File: config.mk
export PLATFORM = sky130hd
export DESIGN_NAME = lsrd_ctrl
export DESIGN_NICKNAME = d
export VERILOG_FILES = /design/src/rtl/core/lsrd_pkg.sv /design/src/rtl/core/lsrd_ctrl.sv
export SDC_FILE = /design/constraint.sdc
export NUM_CORES = 1
export LEC_CHECK = 0
export ABC_AREA = 1
export BUFFER_PORTS_ARGS = -buffer_cell sky130_fd_sc_hd__buf_4
export CAP_MARGIN = 10
export CELL_PAD_IN_SITES_DETAIL_PLACEMENT = 0
export CELL_PAD_IN_SITES_GLOBAL_PLACEMENT = 1
export CORE_MARGIN = 1
export CORE_UTILIZATION = 25
export CTS_CLUSTER_DIAMETER = 120
export DETAILED_ROUTE_END_ITERATION = 10
export PLACE_DENSITY = 0.76
export SETUP_SLACK_MARGIN = 0.15
export SLEW_MARGIN = 5
export SYNTH_ARGS = -nofsm -noshare
export SYNTH_HDL_FRONTEND = slang
export SYNTH_SLANG_ARGS = --single-unit
File: constraint.sdc
create_clock -name i_clk -period 1.3 [get_ports i_clk]
set_input_delay 0.065 -clock i_clk [delete_from_list [all_inputs] [get_ports i_clk]]
set_output_delay 0.065 -clock i_clk [all_outputs]
set_load 0.005 [all_outputs]
File: src/rtl/core/lsrd_pkg.sv
// Package for the lockset race detector: sizes, codes, payload and control types.
`timescale 1ns / 1ps
package lsrd_pkg;

    // Table sizes
    localparam int LOCK_SLOTS     = 64;
    localparam int SHADOW_ENTRIES = 4096;
    localparam int REPORT_SLOTS   = 4096;
    localparam int THREADS        = 16;

    localparam int LK_AW = (LOCK_SLOTS > 1) ? $clog2(LOCK_SLOTS) : 1;
    localparam int SH_AW = $clog2(SHADOW_ENTRIES);
    localparam int RP_AW = $clog2(REPORT_SLOTS);
    localparam int TH_AW = (THREADS > 1) ? $clog2(THREADS) : 1;
    localparam int PTR_W0 = (SH_AW > RP_AW) ? SH_AW + 1 : RP_AW + 1;
    localparam int PTR_W  = (PTR_W0 > LK_AW + 1) ? PTR_W0 : LK_AW + 1;

    // Field widths
    localparam int ADDR_W     = 48;
    localparam int WORD_W     = 45;
    localparam int SITE_W     = 32;
    localparam int TID_W      = 4;
    localparam int KEY_W      = 64;
    localparam int CFG_IDX_W  = 3;
    localparam int CFG_DATA_W = 48;

    localparam logic [ADDR_W-1:0] HIGH_THR_RESET = 48'h7f00_0000_0000;

    // Register indexes
    localparam logic [CFG_IDX_W-1:0] CFG_ENABLE    = 3'd0;
    localparam logic [CFG_IDX_W-1:0] CFG_SKIP_HIGH = 3'd1;
    localparam logic [CFG_IDX_W-1:0] CFG_HIGH_THR  = 3'd2;
    localparam logic [CFG_IDX_W-1:0] CFG_STOP      = 3'd3;

    typedef enum logic [2:0] {
        OP_ACCESS  = 3'd0,
        OP_ACQUIRE = 3'd1,
        OP_RELEASE = 3'd2,
        OP_TRESET  = 3'd3,
        OP_PSTART  = 3'd4
    } t_opcode;

    typedef enum logic [2:0] {
        ST_OK     = 3'd0,
        ST_NEW    = 3'd1,
        ST_DUP    = 3'd2,
        ST_FILT   = 3'd3,
        ST_IGN    = 3'd4,
        ST_FULL   = 3'd5,
        ST_HALT   = 3'd6,
        ST_NOLOCK = 3'd7
    } t_status;

    typedef enum logic [1:0] {
        MODE_VIRGIN = 2'd0,
        MODE_EXCL   = 2'd1,
        MODE_SHARED = 2'd2,
        MODE_SHMOD  = 2'd3
    } t_mode;

    typedef enum logic [1:0] {
        SEL_LOCK   = 2'd0,
        SEL_SHADOW = 2'd1,
        SEL_REPORT = 2'd2
    } t_srch_sel;

    typedef enum logic [3:0] {
        S_IDLE,
        S_DEC,
        S_LSRCH,
        S_LAPPLY,
        S_SSRCH,
        S_SAPPLY,
        S_SCHK,
        S_RSRCH,
        S_RAPPLY,
        S_DONE
    } t_state;

    typedef struct packed {
        logic [2:0]        opcode;
        logic [TID_W-1:0]  thread_id;
        logic [ADDR_W-1:0] address;
        logic [SITE_W-1:0] site_id;
        logic              write_op;
    } t_in;

    typedef struct packed {
        logic [2:0]        status;
        logic [WORD_W-1:0] race_word;
        logic [SITE_W-1:0] earlier_site;
        logic              earlier_write;
        logic [TID_W-1:0]  earlier_thread;
    } t_out;

    // One shadow table entry
    typedef struct packed {
        logic [WORD_W-1:0]     word;
        t_mode                 mode;
        logic [TID_W-1:0]      owner;
        logic [LOCK_SLOTS-1:0] lockset;
        logic [SITE_W-1:0]     last_site;
        logic                  last_write;
        logic [TID_W-1:0]      last_thread;
        logic                  fired;
    } t_shadow;

    // Controller to datapath
    typedef struct packed {
        logic      load;
        logic      set_res;
        t_status   res_code;
        logic      set_parallel;
        logic      clear_mask;
        logic      srch_start;
        logic      srch_run;
        t_srch_sel sel;
        logic      lock_apply;
        logic      sh_new;
        logic      sh_update;
        logic      rpt_apply;
        logic      push;
    } t_cmd;

    // Datapath to controller
    typedef struct packed {
        logic [2:0] opcode;
        logic       enable;
        logic       halted;
        logic       parallel;
        logic       tid_ok;
        logic       srch_done;
        logic       found;
        logic       sh_full;
        logic       need_rpt;
        logic       out_free;
    } t_stat;

endpackage

File: src/rtl/core/lsrd_ctrl.sv
// Sequencer for the lockset race detector: decodes an item and steps the table scans.
`timescale 1ns / 1ps
module lsrd_ctrl (
    input  logic           i_clk,
    input  logic           i_rst_n,
    input  logic           i_in_valid,
    output logic           o_in_ready,
    input  lsrd_pkg::t_stat i_stat,
    output lsrd_pkg::t_cmd  o_cmd
);

    lsrd_pkg::t_state r_state, n_state;

    // State register
    always_ff @(posedge i_clk) begin
        if (!i_rst_n) begin
            r_state <= lsrd_pkg::S_IDLE;
        end else begin
            r_state <= n_state;
        end
    end

    // Next state
    always_comb begin
        n_state = r_state;
        case (r_state)
            lsrd_pkg::S_IDLE: begin
                if (i_in_valid) n_state = lsrd_pkg::S_DEC;
            end
            lsrd_pkg::S_DEC: begin
                n_state = lsrd_pkg::S_DONE;
                if (i_stat.enable && !i_stat.halted && i_stat.tid_ok) begin
                    case (i_stat.opcode)
                        lsrd_pkg::OP_ACCESS: begin
                            if (i_stat.parallel) n_state = lsrd_pkg::S_SSRCH;
                        end
                        lsrd_pkg::OP_ACQUIRE: n_state = lsrd_pkg::S_LSRCH;
                        lsrd_pkg::OP_RELEASE: n_state = lsrd_pkg::S_LSRCH;
                        default: n_state = lsrd_pkg::S_DONE;
                    endcase
                end
            end
            lsrd_pkg::S_LSRCH: begin
                if (i_stat.srch_done) n_state = lsrd_pkg::S_LAPPLY;
            end
            lsrd_pkg::S_LAPPLY: n_state = lsrd_pkg::S_DONE;
            lsrd_pkg::S_SSRCH: begin
                if (i_stat.srch_done) n_state = lsrd_pkg::S_SAPPLY;
            end
            lsrd_pkg::S_SAPPLY: n_state = lsrd_pkg::S_SCHK;
            lsrd_pkg::S_SCHK: begin
                n_state = i_stat.need_rpt ? lsrd_pkg::S_RSRCH : lsrd_pkg::S_DONE;
            end
            lsrd_pkg::S_RSRCH: begin
                if (i_stat.srch_done) n_state = lsrd_pkg::S_RAPPLY;
            end
            lsrd_pkg::S_RAPPLY: n_state = lsrd_pkg::S_DONE;
            lsrd_pkg::S_DONE: begin
                if (i_stat.out_free) n_state = lsrd_pkg::S_IDLE;
            end
            default: n_state = lsrd_pkg::S_IDLE;
        endcase
    end

    // Commands
    always_comb begin
        o_cmd = '0;
        o_cmd.sel = lsrd_pkg::SEL_SHADOW;
        o_cmd.res_code = lsrd_pkg::ST_OK;
        o_in_ready = 1'b0;
        case (r_state)
            lsrd_pkg::S_IDLE: begin
                o_in_ready = 1'b1;
                o_cmd.load = i_in_valid;
            end
            lsrd_pkg::S_DEC: begin
                o_cmd.set_res = 1'b1;
                o_cmd.res_code = lsrd_pkg::ST_IGN;
                if (!i_stat.enable) begin
                    o_cmd.res_code = lsrd_pkg::ST_IGN;
                end else if (i_stat.halted) begin
                    o_cmd.res_code = lsrd_pkg::ST_HALT;
                end else if (i_stat.opcode == lsrd_pkg::OP_PSTART) begin
                    o_cmd.set_parallel = 1'b1;
                    o_cmd.res_code = lsrd_pkg::ST_OK;
                end else if (i_stat.tid_ok) begin
                    case (i_stat.opcode)
                        lsrd_pkg::OP_ACCESS: begin
                            if (i_stat.parallel) begin
                                o_cmd.set_res = 1'b0;
                                o_cmd.srch_start = 1'b1;
                                o_cmd.sel = lsrd_pkg::SEL_SHADOW;
                            end
                        end
                        lsrd_pkg::OP_ACQUIRE, lsrd_pkg::OP_RELEASE: begin
                            o_cmd.set_res = 1'b0;
                            o_cmd.srch_start = 1'b1;
                            o_cmd.sel = lsrd_pkg::SEL_LOCK;
                        end
                        lsrd_pkg::OP_TRESET: begin
                            o_cmd.clear_mask = 1'b1;
                            o_cmd.res_code = lsrd_pkg::ST_OK;
                        end
                        default: o_cmd.res_code = lsrd_pkg::ST_IGN;
                    endcase
                end
            end
            lsrd_pkg::S_LSRCH: begin
                o_cmd.srch_run = 1'b1;
                o_cmd.sel = lsrd_pkg::SEL_LOCK;
            end
            lsrd_pkg::S_LAPPLY: o_cmd.lock_apply = 1'b1;
            lsrd_pkg::S_SSRCH: begin
                o_cmd.srch_run = 1'b1;
                o_cmd.sel = lsrd_pkg::SEL_SHADOW;
            end
            lsrd_pkg::S_SAPPLY: begin
                if (i_stat.found) begin
                    o_cmd.sh_update = 1'b1;
                end else if (i_stat.sh_full) begin
                    o_cmd.set_res = 1'b1;
                    o_cmd.res_code = lsrd_pkg::ST_FULL;
                end else begin
                    o_cmd.sh_new = 1'b1;
                end
            end
            lsrd_pkg::S_SCHK: begin
                if (i_stat.need_rpt) begin
                    o_cmd.srch_start = 1'b1;
                    o_cmd.sel = lsrd_pkg::SEL_REPORT;
                end
            end
            lsrd_pkg::S_RSRCH: begin
                o_cmd.srch_run = 1'b1;
                o_cmd.sel = lsrd_pkg::SEL_REPORT;
            end
            lsrd_pkg::S_RAPPLY: o_cmd.rpt_apply = 1'b1;
            lsrd_pkg::S_DONE: o_cmd.push = i_stat.out_free;
            default: o_cmd.push = 1'b0;
        endcase
    end

endmodule

==> results of run 1 <==
final timing paths:
path / startpoint / endpoint / slack [ns] / cells after the start
setup / recovery: r_state[0]$_SDFFE_PN0P_ / o_cmd[5] / -0.11 / 7
hold / removal: i_rst_n / r_state[3]$_SDFFE_PN0P_ / 0.12 / 3
setup reg to reg: r_state[0]$_SDFFE_PN0P_ / r_state[2]$_SDFFE_PN0P_ / -0.06 / 9
hold reg to reg: r_state[1]$_SDFFE_PN0P_ / r_state[1]$_SDFFE_PN0P_ / 0.54 / 2
layer usage:
metal  track usage (%)  up-vias
met3              3.03        0
li1                  -      432
met5                 0        -
met4              1.39        0
met1              22.0      377
met2              29.1       15
metrics by stage:
| stage | area, um2 | util, % | cells | total power [mW] | TNS (ns) |
|---|---|---|---|---|---|
| after floorplan | 596 | - | 110 | 0.394 | 0 |
| after global placement | 863 | 39.0 | 169 | 0.555 | -0.0114 |
| after detailed placement | 863 | 39.0 | 169 | 0.555 | -0.0530 |
| after CTS | 1050 | 47.6 | 179 | 0.885 | -0.382 |
| after global routing | 1140 | 51.4 | 182 | 1.04 | -1.58 |
| final | 1140 | 51.4 | 182 | 0.966 | -0.524 |
cell usage after synthesis (all sizes together):
master / instances
a21oi: 6
a31oi: 1
dfxtp: 4
inv: 24
nand2: 27
nand3: 15
nand4: 1
nor2: 23
nor3: 4
o21ai: 4
or2: 1
what timing repair did:
action	CTS	global route
pin swaps	13	8
buffers inserted	7	3
setup endpoints to repair	21	21
gates resized for setup	32	16
report_power, final:
| part | internal [mW] | total, mW | switching, mW |
|---|---|---|---|
| clock | 0.103 | 0.153 | 0.0503 |
| sequential | 0.140 | 0.170 | 0.0300 |
| combinational | 0.335 | 0.642 | 0.307 |
worst reg2reg max path, delay by kind of cell (launching register included):
| kind | cells | cell delay [ns] |
|---|---|---|
| AND/OR/NAND/NOR | 6 | 0.61 |
| AO/OA/AOI/OAI | 1 | 0.12 |
| buffers and inverters | 2 | 0.19 |
| flip-flops | 1 | 0.36 |
layout make-up:
class | instances | area, um2 | share of cell area (%)
flip-flops and latches | 4 | 95.1 | 8.37
well taps | 28 | 35.0 | 3.08
inverters | 24 | 95.1 | 8.37
multi-input cells | 82 | 538 | 47.4
repair buffers | 41 | 350 | 30.8
clock buffers | 3 | 22.5 | 1.98
logic make-up (layout without fill, tap and decap cells):
logic type	Yosys count	count (layout)	synth area share [%]
DFF	4	4	13.7
and+or+nand+nor	71	71	60.5
AOI/OAI and AO/OA	11	11	10.3
buffers and inverters	24	68	15.5
==> out/summary.txt, run 1 <==
Final worst setup slack -> -0.106 ns
CTS sink count -> 4
Total die area -> 2530 um2
Slew @ Worst Pin -> 0.324 ns
CTS tree -> built
Initial antenna violation count -> 0
Flops & latches, synth -> 4
Fin crit share -> 108%
Die Height -> 50.3 um
Synth warnings -> 0
Cell variety after synth -> 17
P&R area growth vs syn -> 94.8%
Mapped Nets -> 125
Post-Route M1 WL -> 934 um
Most frequent cells in the layout -> buf_4, nand2_1, inv_1, nor2_1, nand3_1
GRT Overall Usage -> 16.7%
Clk slew on worst S/H paths -> 0.04 ns
IO Count -> 32
Yosys top cell by area -> nand2_1
Total number of vias -> 824
Core Box Area -> 2210 um2
Hold WC Path Type -> in -> reg
Synth top area share -> 14.8%
Htree depth -> 1
Largest buffer count on any clock path -> 2
WP data required -> 1.24 ns
Filler instances -> 235
Met2 wire len -> 1070 um
RSZ-0062 raised after global routing -> yes
Post-layout net count -> 171
Die W -> 50.3 um
Area contributors post-synth -> nand2_1, dfxtp_1, inv_1, nand3_1, nor2_1
Number of core rows -> 17
CP arrival -> 1.34 ns
Met3 Wirelength -> 74 um
LEAKAGE -> 0.628 nW
Hold_buf cts -> 0
Remaining global-route overflow -> 0
Mapped cell area -> 583 um2
Crit-path cells -> buf_12 > nor2_4 > nand2_2 > nor2_2 > a21oi_1 > o21ai_1 > buf_4
Max FO, Critical Path -> 4
N_diodes -> 0
Vias in the first global route -> 727
Post-layout min period -> 1.41 ns
Routability cong. -> 0.787
Most flops, register -> r_state
Insertion delay to the later sink of the worst-skew pair -> 0.23 ns
First-pass GRT wire length -> 3270 um
Vias/cell -> 4.53
Initial Util -> 26.4%
Clock buffers created by TritonCTS -> 3
Sequential area share after synthesis -> 13.7%
DRT Pass-1 Iters -> 3
Max reg flops -> 4
Worst hold slack -> 0.120 ns
Pwr per Cell Area -> 850 nW/um2
Setup crit start kind -> flip-flop
Worst slew margin -> 78.2%
Initial DRC count -> 6
Finish-stage setup viols -> 14
Endpoint type of the worst setup path -> output pin
Worst-case setup slack after placement -> -0.0293 ns
Max stage delay on crit path -> 0.35 ns
Final max-slew violation count -> 0
Post-detail-place hpwl -> 1450 um
DRC viols -> 0
Maxcap violations -> 0
Largest registers -> r_state (4)
Post-route ant nets -> 0
Clock Root Buffer -> clkbuf_4
Share of cells above drive strength 1 -> 57.8%
Final Skew -> 0.000385 ns
Worst setup path category -> reg -> out
Failing checks -> negative setup slack
Wire per inst -> 11.4 um
Final WL -> 2080 um
Commonest non-fill, non-tap cell in the layout -> buf_4
Slowest-stage cell, CP -> dfxtp_4
Highest metal used -> met3
Max Freq -> 711 MHz
Critical path buffer and inverter count -> 2
Syn avg cell area -> 5.30 um2
Final Hold Fails -> 0
Mapped Cells -> 110
Status -> complete, but fails checks
Port Buffers -> 31
Maximum vdd drop -> 0.000740 V
Crit path max-delay family -> flip-flops
Largest net degree at the start of global routing -> 7
Power figures use the tool's default switching activity.
==> run 2: changes to the inputs <==
==> constraint.sdc (replaced) <==
create_clock -name i_clk -period 1.81 [get_ports i_clk]
set_input_delay 0.4525 -clock i_clk [delete_from_list [all_inputs] [get_ports i_clk]]
set_output_delay 0.4525 -clock i_clk [all_outputs]
set_load 0.005 [all_outputs]
==> out/summary.txt, run 2 (same netlist as run 1, synthesis figures left out) <==
CTS tree -> built
IO Count -> 32 (unchanged)
Critical path buffer and inverter count -> 2 (unchanged)
Clock buffers created by TritonCTS -> 3 (unchanged)
Crit path max-delay family -> simple AND/OR/NAND/NOR gates
Power Total -> 654 uW (-32%)
Slew @ Worst Pin -> 0.231 ns (-0.0928 ns)
Max FO, Critical Path -> 6 (+2)
Status -> finished, final reports clean
Largest buffer count on any clock path -> 2 (unchanged)
CP arrival -> 1.32 ns (-0.02 ns)
Largest registers -> r_state (4)
Core Box Area -> 2210 um2 (unchanged)
Max stage delay on crit path -> 0.33 ns (-0.02 ns)
CTS sink count -> 4 (unchanged)
Most flops, register -> r_state
Hold Path Cell Cnt -> 3 (unchanged)
Post-layout net count -> 181 (+5.8%)
Final max-slew violation count -> 0 (unchanged)
Remaining global-route overflow -> 0 (unchanged)
Wire per inst -> 11.2 um (-2.1%)
Endpoint type of the worst setup path -> output pin
Largest net degree at the start of global routing -> 7 (unchanged)
Post-route ant nets -> 0 (unchanged)
Total number of vias -> 927 (+13%)
WP data required -> 1.36 ns (+0.12 ns)
Number of core rows -> 17 (unchanged)
Die W -> 50.3 um (unchanged)
Share of power burned in registers -> 18.0% (+0.4 points)
Initial antenna violation count -> 0 (unchanged)
Combinational group share of total power -> 64.9% (-1.6 points)
Initial DRC count -> 35 (+29)
Crit-path cells -> buf_6 > nor2_4 > nand2_2 > nand3_1 > o21ai_1 > buf_4
Cell count after placement -> 172 (+1.8%)
Finish-stage setup viols -> 0 (-14)
Filler instances -> 220 (-6.4%)
Critical path depth -> 6 (-1)
DRC viols -> 0 (unchanged)
Commonest non-fill, non-tap cell in the layout -> buf_4
Share of cells above drive strength 1 -> 57.3% (-0.48 points)
Htree depth -> 1 (unchanged)
Util after Layout -> 52.2% (+0.85 points)
Most frequent cells in the layout -> buf_4, nand2_1, inv_1, nand3_1, nor2_1
Port Buffers -> 31 (unchanged)
Slowest-stage cell, CP -> dfxtp_2
Insertion delay to the later sink of the worst-skew pair -> 0.24 ns (about the same)
Vias/cell -> 4.83 (+6.6%)
Clock share of power -> 17.1% (+1.2 points)
Hold_buf cts -> 0 (unchanged)
Pwr per Cell Area -> 567 nW/um2 (-33%)
Final WL -> 2150 um (+3.3%)
Hold WC Path Type -> in -> reg
Max reg flops -> 4 (unchanged)
DRT Pass-1 Iters -> 4 (+1)
Die Height -> 50.3 um (unchanged)
Post-detail-place hpwl -> 1470 um (+1.1%)
P_int -> 399 uW (-31%)
Max Freq -> 563 MHz
N_diodes -> 0 (unchanged)
Final non-filler cell total -> 192 (+5.5%)
Fin crit share -> 98.1%
R2R depth -> 14 (+5)
Post-layout min period -> 1.77 ns
Final Hold Fails -> 0 (unchanged)
Total die area -> 2530 um2 (unchanged)
First-pass GRT wire length -> 3370 um (+3.0%)
Maximum vdd drop -> 0.000295 V (-60%)
Switch share -> 39.1% (-1.0 points)
Setup crit start kind -> flip-flop
P&R area growth vs syn -> 98.1%
Clk slew on worst S/H paths -> 0.04 ns (about the same)
GRT Overall Usage -> 17.2% (+0.46 points)
Worst-case setup slack after placement -> 0.0313 ns (+0.0606 ns)
LEAKAGE -> 0.656 nW (+4.5%)
Maxcap violations -> 0 (unchanged)
Clock Root Buffer -> clkbuf_4
Worst slew margin -> 84.5% (+6.3 points)
Routability cong. -> 0.810 (+3.0%)
Net Switching -> 256 uW (-34%)
RSZ-0062 raised after global routing -> yes
Final worst setup slack -> 0.0350 ns (+0.141 ns)
Vias in the first global route -> 859 (+18%)
Initial Util -> 26.4% (unchanged)
Worst setup path category -> reg -> out
Final Skew -> 0.00510 ns (+0.00471 ns)
## run 2: area by class of cell
type / count / area [um2] / share of cell area (%)
multi-input combinational: 82 / 490 / 42.5
timing repair buffer: 51 / 417 / 36.1
inverter: 24 / 97.6 / 8.45
sequential: 4 / 92.6 / 8.02
tap: 28 / 35.0 / 3.03
clock buffer: 3 / 22.5 / 1.95
## run 2: worst paths after layout
check,slack [ns],endpoint,start
worst min-delay path,0.49,r_state[0]$_SDFFE_PN0P_,i_rst_n
worst max-delay path,0.04,o_cmd[5],r_state[3]$_SDFFE_PN0P_
worst max register to register,0.04,r_state[3]$_SDFFE_PN0P_,r_state[3]$_SDFFE_PN0P_
worst min register to register,0.52,r_state[2]$_SDFFE_PN0P_,r_state[2]$_SDFFE_PN0P_
## run 2: worst reg2reg max path: cells and delay by family, from the launching register on
family	cells	cell delay [ns]
buf+inv	7	0.83
simple gates	6	0.42
flops	1	0.35
compound gates	1	0.06
## run 2: per-stage QoR
step / area (um2) / TNS (ns) / hold WS (ns)
CTS: 1070 / 0 / 0.486
finish: 1150 / 0 / 0.489
floorplan: 583 / 0 / 0.480
global route: 1150 / -0.0390 / 0.514
detailed placement: 873 / 0 / 0.515
global placement: 873 / 0 / 0.512
## run 2: layer usage
metal | vias up | GRT usage (%) | part of all wire [%]
li1 | 452 | - | -
met1 | 428 | 19.0 | 40
met2 | 37 | 32.0 | 53
met3 | 10 | 2.42 | 5.4
met4 | 0 | 7.41 | 1.8
met5 | - | 0 | 0
## run 2: power by group through the flow
stage	clock network, mW	logic [mW]	registers [mW]
CTS	0.115	0.379	0.117
finish	0.112	0.425	0.118
detailed placement	0	0.294	0.111
global route	0.124	0.460	0.119
floorplan	0	0.162	0.114
global placement	0	0.295	0.111
## run 2: what timing repair did
item                                    4_1_cts  5_1_grt
pin swaps                                     4        7
endpoints found under the hold margin         0        0
endpoints found under the setup margin       12       18
resized for setup                            23       20
setup buffers                                15        2
